`src/rtl/flmr_pkg.sv`:
```
package flmr_pkg;

   localparam int NumRows   = 8;
   localparam int RowWidth  = 8;
   localparam int GlyphCols = 3;
   localparam int GlyphBits = 5;

   typedef logic [7:0]                                char_type;
   typedef logic [RowWidth-1:0]                       row_type;
   typedef logic [GlyphBits-1:0]                      glyph_col_type;
   // index c selects glyph column c; bit 4 of a column is its leading pixel
   typedef logic [GlyphCols-1:0][GlyphBits-1:0]       glyph_type;

   typedef struct packed {
      char_type first_char;
      char_type second_char;
      char_type third_char;
      char_type fourth_char;
      logic     dot_on;
   } frame_type;

   localparam char_type CharPlus   = 8'h2B;
   localparam char_type CharMinus  = 8'h2D;
   localparam char_type CharUpperC = 8'h43;
   localparam char_type CharDigit0 = 8'h30;
   localparam char_type CharDigit1 = 8'h31;
   localparam char_type CharDigit2 = 8'h32;
   localparam char_type CharDigit3 = 8'h33;
   localparam char_type CharDigit4 = 8'h34;
   localparam char_type CharDigit5 = 8'h35;
   localparam char_type CharDigit6 = 8'h36;
   localparam char_type CharDigit7 = 8'h37;
   localparam char_type CharDigit8 = 8'h38;
   localparam char_type CharDigit9 = 8'h39;

   function automatic glyph_type make_glyph(glyph_col_type c0, glyph_col_type c1,
                                            glyph_col_type c2);
      return {c2, c1, c0};
   endfunction

   // 3x5 font; anything not listed draws blank
   function automatic glyph_type glyph_lookup(char_type code);
      glyph_type g;
      case (code)
         CharPlus:   g = make_glyph(5'd4,  5'd14, 5'd4);
         CharMinus:  g = make_glyph(5'd4,  5'd4,  5'd4);
         CharUpperC: g = make_glyph(5'd31, 5'd17, 5'd17);
         CharDigit0: g = make_glyph(5'd31, 5'd17, 5'd31);
         CharDigit1: g = make_glyph(5'd0,  5'd0,  5'd31);
         CharDigit2: g = make_glyph(5'd23, 5'd21, 5'd29);
         CharDigit3: g = make_glyph(5'd17, 5'd21, 5'd31);
         CharDigit4: g = make_glyph(5'd28, 5'd4,  5'd31);
         CharDigit5: g = make_glyph(5'd29, 5'd21, 5'd23);
         CharDigit6: g = make_glyph(5'd31, 5'd21, 5'd23);
         CharDigit7: g = make_glyph(5'd16, 5'd16, 5'd31);
         CharDigit8: g = make_glyph(5'd31, 5'd21, 5'd31);
         CharDigit9: g = make_glyph(5'd29, 5'd21, 5'd31);
         default:    g = '0;
      endcase
      return g;
   endfunction

endpackage

```
`src/rtl/flmr_req_if.sv`:
```
interface flmr_req_if;
   import flmr_pkg::*;

   logic     valid;
   logic     ready;
   char_type first_char;
   char_type second_char;
   char_type third_char;
   char_type fourth_char;
   logic     dot_on;

   modport source (output valid, output first_char, output second_char,
                   output third_char, output fourth_char, output dot_on,
                   input ready);
   modport sink   (input valid, input first_char, input second_char,
                   input third_char, input fourth_char, input dot_on,
                   output ready);
endinterface

```
`src/rtl/flmr_rsp_if.sv`:
```
interface flmr_rsp_if;
   import flmr_pkg::*;

   logic    valid;
   logic    ready;
   row_type row_0;
   row_type row_1;
   row_type row_2;
   row_type row_3;
   row_type row_4;
   row_type row_5;
   row_type row_6;
   row_type row_7;

   modport source (output valid, output row_0, output row_1, output row_2, output row_3,
                   output row_4, output row_5, output row_6, output row_7,
                   input ready);
   modport sink   (input valid, input row_0, input row_1, input row_2, input row_3,
                   input row_4, input row_5, input row_6, input row_7,
                   output ready);
endinterface

```
`src/rtl/four_glyph_led_matrix_renderer_unit.sv`:
```
// An accepted req_ transaction is held in the input register; the result register then takes the
// font lookup and pixel placement and drives rsp_valid.
// Throughput: one frame per cycle while rsp_ready holds high; the two register stages move together when the
// result side takes its transaction, so rsp_ready may stall without bubbles.
// Reset: synchronous, active high; clears both stage valids, data is not reset.
module four_glyph_led_matrix_renderer_unit (
   input  logic              clock,
   input  logic              reset,
   flmr_req_if.sink          req_if,
   flmr_rsp_if.source        rsp_if
);
   import flmr_pkg::*;

   logic      s1_valid_ff, s1_valid_in;
   frame_type s1_frame_ff, s1_frame_in;
   logic      s2_valid_ff, s2_valid_in;
   row_type   rows_ff [NumRows];
   row_type   rows_in [NumRows];
   row_type   rows_calc [NumRows];

   logic      s1_ready, s2_ready, s1_load, s2_load;
   glyph_type g0, g1, g2, g3;

   assign s2_ready = !s2_valid_ff || rsp_if.ready;
   assign s1_ready = !s1_valid_ff || s2_ready;
   assign s1_load  = req_if.valid && s1_ready;
   assign s2_load  = s1_valid_ff && s2_ready;

   assign req_if.ready = s1_ready;

   assign s1_valid_in = s1_ready ? req_if.valid : s1_valid_ff;
   assign s2_valid_in = s2_ready ? s1_valid_ff  : s2_valid_ff;

   always_comb begin
      s1_frame_in = s1_frame_ff;
      if (s1_load) begin
         s1_frame_in.first_char  = req_if.first_char;
         s1_frame_in.second_char = req_if.second_char;
         s1_frame_in.third_char  = req_if.third_char;
         s1_frame_in.fourth_char = req_if.fourth_char;
         s1_frame_in.dot_on      = req_if.dot_on;
      end
   end

   assign g0 = glyph_lookup(s1_frame_ff.first_char);
   assign g1 = glyph_lookup(s1_frame_ff.second_char);
   assign g2 = glyph_lookup(s1_frame_ff.third_char);
   assign g3 = glyph_lookup(s1_frame_ff.fourth_char);

   always_comb begin
      for (int r = 0; r < NumRows; r++) begin
         rows_calc[r] = '0;
      end
      for (int c = 0; c < GlyphCols; c++) begin
         // top left, upright: row r shows glyph bit 4-r
         for (int r = 0; r < GlyphBits; r++) begin
            rows_calc[r][7-c] = rows_calc[r][7-c] | g0[c][4-r];
         end
         // bottom right, flipped: rows 3..7 show glyph bit 7-r
         for (int r = 3; r < NumRows; r++) begin
            rows_calc[r][2-c] = rows_calc[r][2-c] | g2[c][7-r];
         end
         // top right, turned
         rows_calc[2-c][4:0] = rows_calc[2-c][4:0] | g1[c];
         // bottom, lying
         rows_calc[7-c][7:3] = rows_calc[7-c][7:3] | g3[c];
      end
      rows_calc[3][4] = rows_calc[3][4] | s1_frame_ff.dot_on;
   end

   always_comb begin
      for (int r = 0; r < NumRows; r++) begin
         rows_in[r] = s2_load ? rows_calc[r] : rows_ff[r];
      end
   end

   always_ff @(posedge clock) begin
      if (reset) begin
         s1_valid_ff <= 1'b0;
         s2_valid_ff <= 1'b0;
      end else begin
         s1_valid_ff <= s1_valid_in;
         s2_valid_ff <= s2_valid_in;
      end
   end

   always_ff @(posedge clock) begin
      s1_frame_ff <= s1_frame_in;
      rows_ff     <= rows_in;
   end

   assign rsp_if.valid = s2_valid_ff;
   assign rsp_if.row_0 = rows_ff[0];
   assign rsp_if.row_1 = rows_ff[1];
   assign rsp_if.row_2 = rows_ff[2];
   assign rsp_if.row_3 = rows_ff[3];
   assign rsp_if.row_4 = rows_ff[4];
   assign rsp_if.row_5 = rows_ff[5];
   assign rsp_if.row_6 = rows_ff[6];
   assign rsp_if.row_7 = rows_ff[7];

   a_reset_clears_rsp: assert property (@(posedge clock) reset |=> !rsp_if.valid)
      else $error("result valid after reset");

   a_accept_fills_s1: assert property (@(posedge clock) disable iff (reset)
      (req_if.valid && req_if.ready) |=> s1_valid_ff)
      else $error("accepted transaction lost at input stage");

   a_centre_blank: assert property (@(posedge clock) disable iff (reset)
      rsp_if.valid |-> (!rsp_if.row_3[3] && !rsp_if.row_4[4] && !rsp_if.row_4[3]))
      else $error("centre pixel lit that no glyph covers");

   a_dot_carried: assert property (@(posedge clock) disable iff (reset)
      s2_load |=> (rows_ff[3][4] == $past(s1_frame_ff.dot_on)))
      else $error("dot flag not carried to row 3");

endmodule
```
`src/flat_wrapper.sv`:
```
// flat-port wrapper written by rule: the top's interface ports become plain ports
module four_glyph_led_matrix_renderer_unit_flat import flmr_pkg::*;
  (clock, reset, req_if_valid, req_if_first_char, req_if_second_char, req_if_third_char, req_if_fourth_char, req_if_dot_on, req_if_ready, rsp_if_valid, rsp_if_row_0, rsp_if_row_1, rsp_if_row_2, rsp_if_row_3, rsp_if_row_4, rsp_if_row_5, rsp_if_row_6, rsp_if_row_7, rsp_if_ready);
  flmr_req_if req_if_i ();
  flmr_rsp_if rsp_if_i ();
  input  logic clock;
  input  logic reset;
  input wire logic [$bits(req_if_i.valid)-1:0] req_if_valid;
  input wire logic [$bits(req_if_i.first_char)-1:0] req_if_first_char;
  input wire logic [$bits(req_if_i.second_char)-1:0] req_if_second_char;
  input wire logic [$bits(req_if_i.third_char)-1:0] req_if_third_char;
  input wire logic [$bits(req_if_i.fourth_char)-1:0] req_if_fourth_char;
  input wire logic [$bits(req_if_i.dot_on)-1:0] req_if_dot_on;
  output wire logic [$bits(req_if_i.ready)-1:0] req_if_ready;
  output wire logic [$bits(rsp_if_i.valid)-1:0] rsp_if_valid;
  output wire logic [$bits(rsp_if_i.row_0)-1:0] rsp_if_row_0;
  output wire logic [$bits(rsp_if_i.row_1)-1:0] rsp_if_row_1;
  output wire logic [$bits(rsp_if_i.row_2)-1:0] rsp_if_row_2;
  output wire logic [$bits(rsp_if_i.row_3)-1:0] rsp_if_row_3;
  output wire logic [$bits(rsp_if_i.row_4)-1:0] rsp_if_row_4;
  output wire logic [$bits(rsp_if_i.row_5)-1:0] rsp_if_row_5;
  output wire logic [$bits(rsp_if_i.row_6)-1:0] rsp_if_row_6;
  output wire logic [$bits(rsp_if_i.row_7)-1:0] rsp_if_row_7;
  input wire logic [$bits(rsp_if_i.ready)-1:0] rsp_if_ready;
  assign req_if_i.valid = req_if_valid;
  assign req_if_i.first_char = req_if_first_char;
  assign req_if_i.second_char = req_if_second_char;
  assign req_if_i.third_char = req_if_third_char;
  assign req_if_i.fourth_char = req_if_fourth_char;
  assign req_if_i.dot_on = req_if_dot_on;
  assign req_if_ready = req_if_i.ready;
  assign rsp_if_valid = rsp_if_i.valid;
  assign rsp_if_row_0 = rsp_if_i.row_0;
  assign rsp_if_row_1 = rsp_if_i.row_1;
  assign rsp_if_row_2 = rsp_if_i.row_2;
  assign rsp_if_row_3 = rsp_if_i.row_3;
  assign rsp_if_row_4 = rsp_if_i.row_4;
  assign rsp_if_row_5 = rsp_if_i.row_5;
  assign rsp_if_row_6 = rsp_if_i.row_6;
  assign rsp_if_row_7 = rsp_if_i.row_7;
  assign rsp_if_i.ready = rsp_if_ready;
  four_glyph_led_matrix_renderer_unit u_core (.clock(clock), .reset(reset), .req_if(req_if_i), .rsp_if(rsp_if_i));
endmodule
```
`config.mk`:
```
export PLATFORM = sky130hd
export DESIGN_NAME = four_glyph_led_matrix_renderer_unit_flat
export DESIGN_NICKNAME = d
export VERILOG_FILES = /design/src/rtl/flmr_pkg.sv /design/src/rtl/flmr_req_if.sv /design/src/rtl/flmr_rsp_if.sv /design/src/rtl/four_glyph_led_matrix_renderer_unit.sv /design/src/flat_wrapper.sv
export SDC_FILE = /design/constraint.sdc
export NUM_CORES = 1
export LEC_CHECK = 0
export ABC_CLOCK_PERIOD_IN_PS = 6100
export BUFFER_PORTS_ARGS = -buffer_cell sky130_fd_sc_hd__buf_2
export CORE_MARGIN = 4
export CORE_UTILIZATION = 35
export CTS_CLUSTER_DIAMETER = 100
export DETAILED_ROUTE_END_ITERATION = 16
export PLACE_DENSITY = 0.59
export RECOVER_POWER = 100
export SETUP_SLACK_MARGIN = 0.5
export SLEW_MARGIN = 15
export SYNTH_ARGS = -nofsm -noshare
export SYNTH_HDL_FRONTEND = slang
export SYNTH_SLANG_ARGS = --single-unit
export TNS_END_PERCENT = 1
```
`constraint.sdc`:
```
create_clock -name clock -period 6.1 [get_ports clock]
set_input_delay 1.22 -clock clock [delete_from_list [all_inputs] [get_ports clock]]
set_output_delay 1.22 -clock clock [all_outputs]
set_load 0.02 [all_outputs]
```
==> results list <==
* Total global routing overflow: 0
* Fill cell total of the finished layout: 1,139
* Area contributors post-synth: sky130_fd_sc_hd__edfxtp_1, sky130_fd_sc_hd__a21oi_1, sky130_fd_sc_hd__o21ai_0, sky130_fd_sc_hd__buf_4, sky130_fd_sc_hd__nor2_1
* CP endpoint kind: flip-flop
- Top cells by instance count after synthesis: sky130_fd_sc_hd__edfxtp_1, sky130_fd_sc_hd__a21oi_1, sky130_fd_sc_hd__o21ai_0
- The Yosys step of the flow raised 0 warnings.
- Row generation in the floorplan step produced 39 rows.
- The analysis attributes to net switching a power of 0.328 mW.
- At the pin with the least slew margin, the transition time is 2.63 ns.
- The count of final hold-check violations came to 0.
* Power per unit of standard cell area: around 280 mW/mm^2
- Chip height: 117 microns
- Initial antenna violation count: 0
- Mean area per synthesized cell: approximately 11 sq um
* Proportion of total power due to net switching: 24.2%
* Largest net degree at the start of global routing: 50
- Counting flops and latches in the post-synthesis netlist gives 84.
- The first global-routing pass estimated 14.1 mm of wire.
- Yosys mapped the design onto 66 distinct sky130hd cell types.
- The clock passes through at most 2 buffers.
- Die footprint: 0.0138 sq mm
- First-pass iteration count of the detailed router: 4
- Max Fclk: 0.288 GHz
* Max-slew violation count: 84
* Combinational share of power: 9.1%
* Die span in x: 117 microns
- Setup violations remaining at the end of the flow were counted as 0.
- The top cell type by area accounts for 58.8% of the synthesized area.
- Sequential power share: 51.9%
* Layout cells sized above 1: 12.8%
- Pin placement for this block handled 103 I/O pins.
- In the synthesized netlist the async set-or-reset flop fraction comes to 0%.
* Initial Util: between 30% and 40%
* Sum Neg Setup Slack: 0 ns
- Setup repair after global routing missed its margin: no
* Number of buffers added on ports: between 90 and 100
- Sequential elements use 59.7% of the synthesized area.
- TritonCTS clock tree: yes
* Vias in the first global route: 2,953
* Critical-path maximum fanout: 49
- Worst setup margin: roughly 2.6 ns
- The congestion estimate from routability-driven global placement came to about 0.82.
- IR Drop Worst-Case VDD: 0.136 mV
- Counting I/O delays and the setup requirement, the final critical path takes 3.47 ns.
- Path category of the worst min-delay check: reg2reg
- For this block, the routed nets add up to 8.30 mm of wire.
- Crit path DAT: 3.37 ns
* Area growth from synthesis to layout: 15.8%
* PostCTS Resize Cnt: 0
- The synthesized design contains 82 enable-type register cells.
* Failing checks: max-capacitance violations, max-slew violations
* Core Footprint: around 0.012 sq mm
- The tool flagged a number of max-cap violations equal to 2.
- Overall Global Routing Usage: 12.4%
- Number of hold buffers added after CTS: 0
* DR DRC count: 0
* Clock tree sinks: 84
- The synthesized netlist occupies a cell area of 0.00419 sq mm.
* Overall via count from detail_route: 2,996
* Cell type contributing the most total cell area after synthesis: sky130_fd_sc_hd__edfxtp_1
- Int Pwr: 1.03 mW
- After detailed routing, the number of vias per cell comes to roughly 5.1.
- Synthesis produced 366 cells.
- H-tree levels: 3
- Worst-path clk slew: about 0.06 ns
- Between clock sinks in the finished design, the worst skew comes to 0.00450 ns.
- # diodes: 0
- Worst endpoint required time: 6.00 ns
* Wire length per cell after detailed routing: 14.1 microns
* Worst slack after detailed placement: slightly below 3 ns
- Buffers inserted during clock tree synthesis total 9.
* Most instantiated library cell after synthesis: sky130_fd_sc_hd__edfxtp_1
* Max_slew headroom: -75.2%
- Final ANT Viol Nets: 0
- Summed over all cells, the static leakage comes to 1.67 nW.
* Top flip-flop cell by instance count after synthesis: sky130_fd_sc_hd__edfxtp_1
* Post-layout net count: 478
- Clock latency at the later pin of the worst-skew pair: around 0.34 ns
- Setup Crit Path Kind: in2reg
- Clock tree synthesis selected as its root buffer the cell sky130_fd_sc_hd__clkbuf_16.
- Post-CTS setup repair buffer count: 0
- Violation count after the first detailed-route iteration: 114
* Share of the clock period used by the worst path: 56.9%
* Post-detailed-placement half-perimeter wirelength: between 5 and 6 mm
* Status: complete, but fails checks
* Clock share of power: 39.0%
- STA classifies the critical path startpoint as a primary input.
## worst paths after layout
| check | start | end | slack [ns] | cells after the start |
|---|---|---|---|---|
| setup / recovery | rsp_if_ready | u_core.rsp_if.row_5[4]$_DFFE_PP_ | 2.63 | 4 |
| hold / removal | u_core.rows_calc[36]$_DFFE_PP_ | u_core.rsp_if.row_3[4]$_DFFE_PP_ | 0.49 | 0 |
| setup reg to reg | u_core.rsp_if.valid$_SDFFE_PP0P_ | u_core.rsp_if.row_5[4]$_DFFE_PP_ | 3.18 | 3 |
| hold reg to reg | u_core.rows_calc[36]$_DFFE_PP_ | u_core.rsp_if.row_3[4]$_DFFE_PP_ | 0.49 | 0 |
## flip-flops by register name (all words and copies together) (netlist names)
register,flops
u_core.rsp_if.row_5,7
u_core.rsp_if.row_1,6
u_core.s1_valid_ff,1
u_core.rsp_if.row_3,5
u_core.s1_frame_ff,32
u_core.rsp_if.row_4,3
u_core.rsp_if.valid,1
u_core.rsp_if.row_6,6
u_core.rsp_if.row_2,8
u_core.rows_calc,1
u_core.rsp_if.row_0,7
u_core.rsp_if.row_7,7
## through the flow
step	power, mW	instances	hold slack [ns]	util [%]	cell area, sq um
final	1.36	589	0.489	41.9	4850
after global routing	1.42	589	0.522	41.9	4850
after CTS	1.39	589	0.499	42.9	4960
after detailed placement	0.845	573	0.485	40.3	4670
after global placement	0.842	573	0.467	40.3	4670
after floorplan	0.807	368	0.400	-	4200
## cell usage in the layout (no fill, tap or decap), types with 4 or more instances in the layout
cell / n
sky130_fd_sc_hd__a21oi_1: 32
sky130_fd_sc_hd__buf_2: 35
sky130_fd_sc_hd__nor2_1: 26
sky130_fd_sc_hd__o31ai_1: 6
sky130_fd_sc_hd__nand2_1: 24
sky130_fd_sc_hd__clkbuf_1: 66
sky130_fd_sc_hd__nand2b_1: 10
sky130_fd_sc_hd__nand3_1: 5
sky130_fd_sc_hd__o21ai_0: 31
sky130_fd_sc_hd__and2_0: 4
sky130_fd_sc_hd__edfxtp_1: 82
sky130_fd_sc_hd__o32ai_1: 4
sky130_fd_sc_hd__nor2b_1: 9
sky130_fd_sc_hd__inv_1: 8
sky130_fd_sc_hd__a21o_1: 5
sky130_fd_sc_hd__nand4b_1: 4
sky130_fd_sc_hd__nor3_1: 5
sky130_fd_sc_hd__nor3b_1: 7
sky130_fd_sc_hd__clkbuf_16: 9
## worst max-delay path, stage by stage
cell and delay, ns:
sky130_fd_sc_hd__buf_2 0.07, sky130_fd_sc_hd__nor2b_1 0.08, sky130_fd_sc_hd__nor2b_4 0.11, sky130_fd_sc_hd__clkbuf_1 1.87
## layer usage
layer	track usage (%)	part of all wire, %	wire length, microns	vias up
li1	-	-	-	1506
met3	3.56	6.6	544	16
met5	0	0	0	-
met2	20.6	49	4040	81
met4	6.60	2.4	198	0
met1	14.7	42	3520	1393
## area by class of cell
| cell class | instances | area (sq um) | area share, % |
|---|---|---|---|
| multi-input cells | 237 | 1420 | 29.4 |
| flip-flops and latches | 84 | 2500 | 51.6 |
| inverters | 8 | 30.0 | 0.619 |
| well taps | 143 | 179 | 3.69 |
| clock buffers | 9 | 225 | 4.64 |
| repair buffers | 101 | 423 | 8.72 |
| clock inverters | 7 | 67.6 | 1.39 |
## cells by family after synthesis
logic type      count (synthesis)  synth area share [%]
flops                          84                  59.7
other cells                     1                0.0895
fa+ha+maj                       1                 0.239
compound gates                105                  15.9
simple gates                  124                  17.1
xor+xnor                        4                 0.836
buf+inv                        47                  6.18
## power groups by stage
stage               registers, mW  logic [mW]  clock network [mW]
finish                      0.704       0.123               0.529
global route                0.711       0.137               0.575
CTS                         0.702       0.132               0.551
detailed placement          0.714       0.131                   0
global placement            0.713       0.129                   0
floorplan                   0.717      0.0891                   0
Power figures use the tool's default switching activity.
